$ cat config.mk
export PLATFORM = sky130hd
export DESIGN_NAME = page_bitmap_first_fit_allocator
export DESIGN_NICKNAME = d
export VERILOG_FILES = /design/src/pbfa_pkg.sv /design/src/page_bitmap_first_fit_allocator.sv
export SDC_FILE = /design/constraint.sdc
export NUM_CORES = 1
export LEC_CHECK = 0
export BUFFER_PORTS_ARGS = -buffer_cell sky130_fd_sc_hd__buf_4
export CAP_MARGIN = 10
export CORE_MARGIN = 3
export CORE_UTILIZATION = 39
export DETAILED_ROUTE_END_ITERATION = 16
export GPL_ROUTABILITY_DRIVEN = 1
export PLACE_DENSITY = 0.65
export SLEW_MARGIN = 15
export SYNTH_ARGS = -nofsm -noshare
export SYNTH_HDL_FRONTEND = slang
export SYNTH_SLANG_ARGS = --single-unit
$ cat constraint.sdc
create_clock -name clk -period 6.7 [get_ports clk]
set_clock_uncertainty 0.1 [all_clocks]
set_input_delay 0.335 -clock clk [delete_from_list [all_inputs] [get_ports clk]]
set_output_delay 0.335 -clock clk [all_outputs]
set_load 0.03 [all_outputs]
$ cat src/pbfa_pkg.sv
// Package with the beat types and fixed constants of the page bitmap allocator.
package pbfa_pkg;

    localparam int PAGE_SHIFT = 12;
    localparam int SIZE_W = 19;
    localparam int OFFSET_W = 18;
    localparam int MIN_PAGES_W = 7;
    localparam int NEED_W = 8;

    localparam logic [MIN_PAGES_W-1:0] MIN_PAGES_RESET = 7'd4;

    localparam logic OP_ALLOC = 1'b0;
    localparam logic OP_FREE = 1'b1;

    typedef struct packed {
        logic                op;
        logic [SIZE_W-1:0]   size_bytes;
        logic [OFFSET_W-1:0] offset_bytes;
    } req_t;

    typedef struct packed {
        logic                ok;
        logic [OFFSET_W-1:0] start_offset;
        logic [SIZE_W-1:0]   granted_bytes;
    } rsp_t;

endpackage

$ cat src/page_bitmap_first_fit_allocator.sv
// Top level of the page bitmap first-fit allocator with its rotating page bitmap.
//
// The block keeps one committed bit per page of 4096 bytes in a ring shift
// register that turns by one page per clock while busy. A request beat is taken when start
// is high and busy is low. An allocate beat asks for one page more than the
// whole pages in its size, raises the count to at least min_pages, and searches
// the first free run long enough to hold it. A release beat clears whole pages
// from the page that holds its offset, clipped at the pool end.
// Every request gives exactly one result beat, shown on rsp for one cycle with
// done high. The receiver cannot stall, so the beat is simply taken there.
// A release takes one turn of the ring, a failed allocation one turn, and a
// successful one a search turn and a marking turn.
// The next start is taken in the cycle that done is shown.
// Reset sets the first INITIAL_PAGES pages committed and min_pages to four.
// The min_pages register is written with cfg_we and cfg_wdata; the user must
// write it only while idle, since the block itself does not enforce this.
module page_bitmap_first_fit_allocator #(
    parameter int TOTAL_PAGES = 64,
    parameter int INITIAL_PAGES = 4
) (
    input  logic                          clk,
    input  logic                          rst_n,
    input  logic                          start,
    output logic                          busy,
    input  pbfa_pkg::req_t                req,
    input  logic                          cfg_we,
    input  logic [pbfa_pkg::MIN_PAGES_W-1:0] cfg_wdata,
    output logic                          done,
    output pbfa_pkg::rsp_t                rsp
);
    import pbfa_pkg::*;

    localparam int PW = (TOTAL_PAGES > 1) ? $clog2(TOTAL_PAGES) : 1;
    localparam int CW = (PW + 1 > 9) ? PW + 1 : 9;
    localparam logic [PW-1:0] LAST_PAGE = PW'(TOTAL_PAGES - 1);

    function automatic logic [TOTAL_PAGES-1:0] init_mask();
        logic [TOTAL_PAGES-1:0] m;
        m = '0;
        for (int i = 0; i < TOTAL_PAGES; i++)
        begin
            m[i] = (i < INITIAL_PAGES);
        end
        return m;
    endfunction

    localparam logic [TOTAL_PAGES-1:0] INIT_MASK = init_mask();

    typedef enum logic [2:0] {
        ST_IDLE   = 3'b001,
        ST_SEARCH = 3'b010,
        ST_RANGE  = 3'b100
    } state_t;

    state_t                  state_reg, state_next;
    logic [TOTAL_PAGES-1:0]  ring_reg, ring_next;
    logic [PW-1:0]           page_cnt_reg, page_cnt_next;
    logic [PW:0]             run_len_reg, run_len_next;
    logic [PW-1:0]           run_start_reg, run_start_next;
    logic [PW-1:0]           start_reg, start_next;
    logic                    found_reg, found_next;
    logic [NEED_W-1:0]       need_reg, need_next;
    logic [CW-1:0]           lo_reg, lo_next;
    logic [CW-1:0]           hi_reg, hi_next;
    logic                    range_val_reg, range_val_next;
    logic [MIN_PAGES_W-1:0]  min_pages_reg, min_pages_next;
    logic                    done_reg, done_next;
    rsp_t                    rsp_reg, rsp_next;

    logic                    accept;
    logic                    bit_cur;
    logic                    bit_new;
    logic                    last_page;
    logic [PW:0]             len_inc;
    logic [CW-1:0]           page_ext;
    logic [NEED_W-1:0]       need_raw;

    assign accept = start && (state_reg == ST_IDLE);
    assign bit_cur = ring_reg[0];
    assign last_page = (page_cnt_reg == LAST_PAGE);
    assign len_inc = run_len_reg + (PW+1)'(1);
    assign page_ext = CW'(page_cnt_reg);
    assign need_raw = NEED_W'(req.size_bytes[SIZE_W-1:PAGE_SHIFT]) + NEED_W'(1);

    always_comb
    begin
        state_next = state_reg;
        ring_next = ring_reg;
        page_cnt_next = page_cnt_reg;
        run_len_next = run_len_reg;
        run_start_next = run_start_reg;
        start_next = start_reg;
        found_next = found_reg;
        need_next = need_reg;
        lo_next = lo_reg;
        hi_next = hi_reg;
        range_val_next = range_val_reg;
        min_pages_next = cfg_we ? cfg_wdata : min_pages_reg;
        done_next = 1'b0;
        rsp_next = rsp_reg;
        bit_new = bit_cur;

        unique case (state_reg)
            ST_IDLE:
            begin
                if (accept)
                begin
                    page_cnt_next = '0;
                    run_len_next = '0;
                    found_next = 1'b0;
                    if (req.op == OP_ALLOC)
                    begin
                        state_next = ST_SEARCH;
                        if (need_raw < NEED_W'(min_pages_reg))
                        begin
                            need_next = NEED_W'(min_pages_reg);
                        end
                        else
                        begin
                            need_next = need_raw;
                        end
                    end
                    else
                    begin
                        state_next = ST_RANGE;
                        range_val_next = 1'b0;
                        lo_next = CW'(req.offset_bytes[OFFSET_W-1:PAGE_SHIFT]);
                        hi_next = CW'(req.offset_bytes[OFFSET_W-1:PAGE_SHIFT])
                                + CW'(req.size_bytes[SIZE_W-1:PAGE_SHIFT]);
                    end
                end
            end
            ST_SEARCH:
            begin
                if (!bit_cur)
                begin
                    run_len_next = len_inc;
                    if (run_len_reg == '0)
                    begin
                        run_start_next = page_cnt_reg;
                    end
                    if (!found_reg && (CW'(len_inc) >= CW'(need_reg)))
                    begin
                        found_next = 1'b1;
                        start_next = (run_len_reg == '0) ? page_cnt_reg : run_start_reg;
                    end
                end
                else
                begin
                    run_len_next = '0;
                end
                ring_next = {bit_new, ring_reg[TOTAL_PAGES-1:1]};
                page_cnt_next = page_cnt_reg + PW'(1);
                if (last_page)
                begin
                    page_cnt_next = '0;
                    if (found_next)
                    begin
                        state_next = ST_RANGE;
                        range_val_next = 1'b1;
                        lo_next = CW'(start_next);
                        hi_next = CW'(start_next) + CW'(need_reg);
                    end
                    else
                    begin
                        state_next = ST_IDLE;
                        done_next = 1'b1;
                        rsp_next = '0;
                    end
                end
            end
            ST_RANGE:
            begin
                if ((page_ext >= lo_reg) && (page_ext < hi_reg))
                begin
                    bit_new = range_val_reg;
                end
                ring_next = {bit_new, ring_reg[TOTAL_PAGES-1:1]};
                page_cnt_next = page_cnt_reg + PW'(1);
                if (last_page)
                begin
                    page_cnt_next = '0;
                    state_next = ST_IDLE;
                    done_next = 1'b1;
                    rsp_next.ok = 1'b1;
                    if (range_val_reg)
                    begin
                        rsp_next.start_offset = OFFSET_W'({start_reg, {PAGE_SHIFT{1'b0}}});
                        rsp_next.granted_bytes = SIZE_W'({need_reg, {PAGE_SHIFT{1'b0}}});
                    end
                    else
                    begin
                        rsp_next.start_offset = '0;
                        rsp_next.granted_bytes = '0;
                    end
                end
            end
            default:
            begin
                state_next = ST_IDLE;
            end
        endcase
    end

    always_ff @(posedge clk or negedge rst_n)
    begin
        if (!rst_n)
        begin
            state_reg <= ST_IDLE;
            ring_reg <= INIT_MASK;
            page_cnt_reg <= '0;
            found_reg <= 1'b0;
            min_pages_reg <= MIN_PAGES_RESET;
            done_reg <= 1'b0;
        end
        else
        begin
            state_reg <= state_next;
            ring_reg <= ring_next;
            page_cnt_reg <= page_cnt_next;
            found_reg <= found_next;
            min_pages_reg <= min_pages_next;
            done_reg <= done_next;
        end
    end

    always_ff @(posedge clk)
    begin
        run_len_reg <= run_len_next;
        run_start_reg <= run_start_next;
        start_reg <= start_next;
        need_reg <= need_next;
        lo_reg <= lo_next;
        hi_reg <= hi_next;
        range_val_reg <= range_val_next;
        rsp_reg <= rsp_next;
    end

    assign busy = (state_reg != ST_IDLE);
    assign done = done_reg;
    assign rsp = rsp_reg;

    a_start_busy: assert property (@(posedge clk) disable iff (!rst_n)
        (start && !busy) |=> busy)
        else $error("accepted request did not make the block busy");

    a_done_idle: assert property (@(posedge clk) disable iff (!rst_n)
        done |-> !busy)
        else $error("result beat shown while the ring is still turning");

    a_ring_aligned: assert property (@(posedge clk) disable iff (!rst_n)
        !busy |-> (page_cnt_reg == '0))
        else $error("ring not aligned to page zero while idle");

    a_fail_zero: assert property (@(posedge clk) disable iff (!rst_n)
        (done && !rsp.ok) |-> ((rsp.start_offset == '0) && (rsp.granted_bytes == '0)))
        else $error("failed allocation beat carries nonzero fields");

endmodule
==> results of run 1 <==
metrics by stage:
step	hold WS (ps)	power, mW	worst slack (ps)
floorplan	-60.59	1.555	2615
global placement	362.4	1.683	2158
global route	1.584	2.740	1840
CTS	4.324	2.616	2076
finish	-16.36	2.588	2048
detailed placement	371.3	1.710	2094
placed cells by master, fill, tap and decap left out, types with 3 or more instances in the layout:
| master | count |
|---|---|
| xnor2_1 | 11 |
| clkinv_4 | 7 |
| and2_1 | 6 |
| nor3_1 | 5 |
| dfrtp_1 | 76 |
| conb_1 | 24 |
| o21bai_1 | 3 |
| dfstp_2 | 6 |
| o21ai_0 | 14 |
| ha_1 | 40 |
| mux2_4 | 15 |
| o31a_1 | 3 |
| o22ai_1 | 3 |
| nand3_1 | 8 |
| nor2_1 | 24 |
| a21oi_1 | 27 |
| a31oi_1 | 3 |
| mux2_1 | 64 |
| edfxtp_1 | 57 |
| and3_1 | 18 |
| inv_1 | 34 |
| o21ai_1 | 11 |
| nor3b_1 | 3 |
| a21o_1 | 6 |
| nand2_1 | 34 |
| buf_4 | 46 |
| xor2_1 | 8 |
| nand2b_1 | 4 |
| clkbuf_16 | 17 |
cells in the mapped netlist (8+ instances only):
cell type,count
buf_4,24
xor2_1,8
nand2_1,34
and3_1,18
ha_1,40
nand3_1,8
xnor2_1,11
clkbuf_1,8
o21ai_1,11
inv_1,34
mux2_4,15
a21oi_1,27
edfxtp_1,57
o21ai_0,14
dfrtp_1,76
mux2_1,64
nor2_1,24
metal layers:
layer | track usage, % | share of wire (%)
met1 | 18.26 | 46
met2 | 21.35 | 47
met3 | 3.711 | 5.0
met4 | 5.201 | 1.9
met5 | 0 | 0
how the worst min path moves through the flow:
stage / start / cells after the start / end
after floorplan: rst_n / 0 / done$_DFF_PN0_
after global placement: ring_reg[16]$_DFFE_PN0P_ / 1 / ring_reg[15]$_DFFE_PN0P_
after detailed placement: ring_reg[61]$_DFFE_PN0P_ / 1 / ring_reg[60]$_DFFE_PN0P_
after CTS: cfg_wdata[1] / 3 / min_pages_reg[1]$_DFFE_PN0P_
after global routing: req[37] / 2 / state_reg[1]$_DFFE_PN0P_
final: rst_n / 1 / ring_reg[14]$_DFFE_PN0P_
power by group:
group | internal [mW] | switching (mW) | total [mW]
combinational | 0.254 | 0.350 | 0.604
clock | 0.527 | 0.370 | 0.897
sequential | 1.01 | 0.0728 | 1.09
total | 1.79 | 0.793 | 2.59
cell families (layout without fill, tap and decap cells):
| family | Yosys count | count (layout) | share of synthesized area [%] |
|---|---|---|---|
| fa+ha+maj | 42 | 42 | 7.764 |
| flops | 139 | 139 | 54.17 |
| other cells | 1 | 24 | 0.05387 |
| simple gates | 113 | 113 | 8.357 |
| compound gates | 86 | 86 | 7.675 |
| xor+xnor | 19 | 19 | 2.390 |
| mux | 83 | 83 | 14.20 |
| buf+inv | 74 | 114 | 5.392 |
cell type report:
| class | count | area (sq um) |
|---|---|---|
| clock inverters | 14 | 140.1 |
| inverters | 35 | 131.4 |
| fillers | 1558 | 9334 |
| well taps | 225 | 281.5 |
| repair buffers | 47 | 355.3 |
| multi-input cells | 367 | 2904 |
| clock buffers | 18 | 439.2 |
| flip-flops and latches | 139 | 3771 |
timing repair:
action                                 4_1_cts  5_1_grt
hold buffers                                 1        0
gates resized for setup                      0        0
endpoints found under the hold margin        1        0
==> out/summary.txt, run 1 <==
gr usage total - 13.65%
GP Congestion - 0.8631
die area - 19490 sq um
first-pass GRT wire length - 21220 microns
worst-path fanout max - 6
RSZ-0062 raised after global routing - false
Tightest Pin Transition - 1003 ps
crit start category - flip-flop
CP Class - flip-flop to flip-flop
starting density of the core - 40.11%
Worst path depth - 18
reg-to-reg slack, setup - 2050 ps
CP peak stage delay - 450 ps
DRC viols - 0
Iteration-0 DRC Markers - 356
row count - 48
area delta synth->final - 15.24%
io pins - 89
WP data arrival - 4710 ps
Synth area leaders - dfrtp_1 (27%), edfxtp_1 (25%), mux2_1 (10%)
initial antenna violation count - 0
synthesized area - 6962 sq um
PD cells - 322.5 nW/um^2
Post-synth EDFFs - 57
Slew Viols, Final - 0
H-Tree Depth - 4
setup bufs post-CTS - 0
Worst Setup End Kind - flip-flop
relative slew slack - 33.14%
Post-DP Area - 7433 sq um
DRT Wirelength - 12630 microns
CP Buf/Inv Count - 0
first-pass detailed-route iteration total - 5
Max Cap Viol - 0
Final min period - 4652 ps
Slowest-stage cell, CP - edfxtp_1
core region area - 17360 sq um
r2r worst-path depth - 18
Final Cycle Share - 69.44%
total number of yosys warnings - 0
Gate Count Post-Synth - 557
Crit. Startpoint - run_len_reg[0]$_SDFFCE_PN0P_
Reg2Reg Capture Point - hi_reg[6]$_DFFE_PP_
layout cells sized above 1 - 17.26%
CP Cell Sequence - ha_1 > nand3_1 > nor2_1 > xor2_1 > ha_1 > a41o_1 > a21oi_1 > o21ai_1 > nand2_1 > mux2_2 > ha_1 > fa_1 > a21o_1 > a21oi_1 > o21bai_1 > a21oi_1 > xnor2_1 > o22ai_1
setup violators final - 0
Reg2Reg Launch Point - run_len_reg[0]$_SDFFCE_PN0P_
diodes inserted - 0
failing checks - hold timing
TritonCTS buffer count - 17
Final Net Count - 698
Hold Crit Class - input port to asynchronous set/reset pin
share of the synthesized area in the top cell type - 27.32%
Synth cell types - 56
Post-Layout Cell Count - 845
async set or reset register ratio after synthesis - 58.99%
number of port buffers - 40
total clock sinks - 139
Req. time, crit path - 6760 ps
Setup crit end - hi_reg[6]$_DFFE_PP_
Layout Cell Area excl Fill - 8023 sq um
DIE HEIGHT - 139.6 microns
utilization after layout - 46.22%
CTS Buffer Depth - 2
vias in the first global route - 4252
Synth Area per Inst - 12.50 sq um
Leak - 3.869 nW
total grt overflow - 0
delay-heaviest family, CP - compound AO/OA/AOI/OAI gates
Largest register FFs - 64
Post-Route Setup TNS - 0 ps
cell taking the most area after synthesis - dfrtp_1
top achievable clock speed - 214.9 MHz
final hold vios - 7
cell count after placement - 812
drt wl/cell - 14.94 microns
Die W - 139.6 microns
Peak supply drop - 0.2132 mV
Post-DRT Antenna Nets - 0
register area share after synthesis - 54.17%
root buf cell - clkbuf_16
CTS clk-pin slew, worst paths - 60 ps
Main synth FF type - dfrtp_1
routed vias - 4166
outcome - finished with violations
worst-skew pair later-pin latency - 420 ps
largest net degree at the start of global routing - 83
routed vias/inst - 4.930
worst hold margin - -16.36 ps
TritonCTS clock tree - yes
flops & latches, synth - 139
DP Wirelength - 9089 microns
Power figures use the tool's default switching activity.
==> run 2: changes to the inputs <==
Clock period 6.7 ns to 4.7 ns, I/O delays scaled along.
==> run 2 against run 1 <==
Hold slack gained 33 ps. Critical path type unchanged. Die area did not move. The run now ends clean. Highest routed layer unchanged. First-iteration DRC count fell by 8.7%. Register-to-register slack worse by 1700 ps. Final area rose by 1.5%.
==> out/summary.txt, run 2 (synthesis gave the netlist of run 1 again) <==
leading cell type in the layout, fill and taps excluded - dfrtp_1
routed vias/inst - 4.973
Iteration-0 DRC Markers - 325
crit start category - flip-flop
delay-heaviest family, CP - compound AO/OA/AOI/OAI gates
Seq pwr share - 42.6%
largest net degree at the start of global routing - 83
Slew Viols, Final - 0
Peak supply drop - 0.2802 mV
CP Buf/Inv Count - 0
drt wl/cell - 14.85 microns
Post-Route Setup TNS - 0 ps
io pins - 89
gr usage total - 13.86%
Final min period - 4330 ps
switching part of the total - 30.10%
PD cells - 445.8 nW/um^2
RSZ-0062 raised after global routing - false
DRT Wirelength - 12800 microns
H-Tree Depth - 4
Comb pwr share - 24.4%
Pint - 2.538 mW
CTS Buffer Depth - 2
die area - 19490 sq um
Hold Crit Class - input port to flip-flop
starting density of the core - 40.11%
Tightest Pin Transition - 988.7 ps
Psw - 1.093 mW
TritonCTS buffer count - 17
Layout Cell Area excl Fill - 8143 sq um
worst-path fanout max - 6
total clock sinks - 139
DRC viols - 0
Largest register FFs - 64
DP Wirelength - 9204 microns
WP data arrival - 4380 ps
CP Cell Sequence - ha_1 > nand3_1 > nor2_1 > xor2_1 > ha_1 > a41o_1 > a21oi_1 > o21ai_1 > nand2_1 > mux2_2 > ha_1 > fa_1 > a21o_1 > a21oi_1 > o21bai_1 > a21oi_1 > xnor2_1 > o22ai_1
Leak - 3.933 nW
Max Cap Viol - 0
routed vias - 4287
setup violators final - 0
root buf cell - clkbuf_16
first-pass GRT wire length - 21720 microns
Post-DRT Antenna Nets - 0
worst-skew pair later-pin latency - 420 ps
CP Class - flip-flop to flip-flop
number of port buffers - 40
Post-DP Area - 7441 sq um
total grt overflow - 0
CP peak stage delay - 430 ps
area delta synth->final - 16.97%
most frequent cells in the layout - dfrtp_1 (76), mux2_1 (64), edfxtp_1 (57)
diodes inserted - 0
Final Net Count - 715
relative slew slack - 34.09%
Req. time, crit path - 4750 ps
initial antenna violation count - 0
vias in the first global route - 4477
Slowest-stage cell, CP - edfxtp_1
DIE HEIGHT - 139.6 microns
proportion of power drawn by the clock network - 33.0%
TritonCTS clock tree - yes
row count - 48
final hold vios - 0
layout cells sized above 1 - 16.33%
CTS clk-pin slew, worst paths - 60 ps
Final Cycle Share - 92.12%
utilization after layout - 46.91%
core region area - 17360 sq um
top achievable clock speed - 231.0 MHz
GP Congestion - 0.8404
first-pass detailed-route iteration total - 4
Die W - 139.6 microns
Worst Setup End Kind - flip-flop
outcome - complete, no violations
run 2: cell count changes in the layout (fill, tap and decap cells not counted), sizes merged:
cell and delta:
buf +1, dlygate4sd3 +16, clkinvlp -2, clkinv +2
run 2: power by group through the flow:
stage                     Sequential [mW]  Clock, mW  Combinational [mW]
after floorplan                      1.53          0               0.686
final                                1.55       1.20               0.885
after global routing                 1.57       1.28               0.995
after detailed placement             1.57          0               0.875
after global placement               1.56          0               0.844
after CTS                            1.55       1.22               0.893
run 2: final cells by class:
type | count | area [sq um]
clock buffer | 18 | 429.2
sequential | 139 | 3771
fill | 1521 | 9214
timing repair buffer | 64 | 523.0
multi-input combinational | 367 | 2904
clock inverter | 14 | 102.6
inverter | 35 | 131.4
tap | 225 | 281.5
run 2: routing by layer:
metal / share of wire, % / GRT usage [%]
met5: 0 / 0
met4: 1.7 / 5.456
met2: 48 / 22.09
met1: 46 / 18.45
met3: 4.6 / 3.230
run 2: path summary, 6_finish.rpt:
kind	end	slack, ps	depth (start not counted)	start
hold reg to reg	ring_reg[55]$_DFFE_PN0P_	370	1	ring_reg[56]$_DFFE_PN0P_
setup / recovery	hi_reg[6]$_DFFE_PP_	370	18	run_len_reg[0]$_SDFFCE_PN0P_
hold / removal	min_pages_reg[0]$_DFFE_PN0P_	20	2	cfg_we
min in group asynchronous	ring_reg[14]$_DFFE_PN0P_	430	2	rst_n
max in group asynchronous	ring_reg[61]$_DFFE_PN0P_	3440	2	rst_n
setup reg to reg	hi_reg[6]$_DFFE_PP_	370	18	run_len_reg[0]$_SDFFCE_PN0P_
run 2: repair_timing:
item	in CTS	in global routing
setup buffers	0	0
hold buffers	17	0
gates resized for setup	0	0
endpoints found under the hold margin	85	0
run 2: per-stage QoR:
stage          setup slack [ps]  power (mW)  std cells  hold slack, ps
6_report                  370.2       3.630        862           17.01
5_1_grt                   106.2       3.843        862           40.22
4_1_cts                   377.2       3.663        862           7.933
3_5_place_dp              408.7       2.443        813           314.0
3_3_place_gp              468.1       2.407        813           304.2
2_1_floorplan             614.9       2.217        580          -160.6
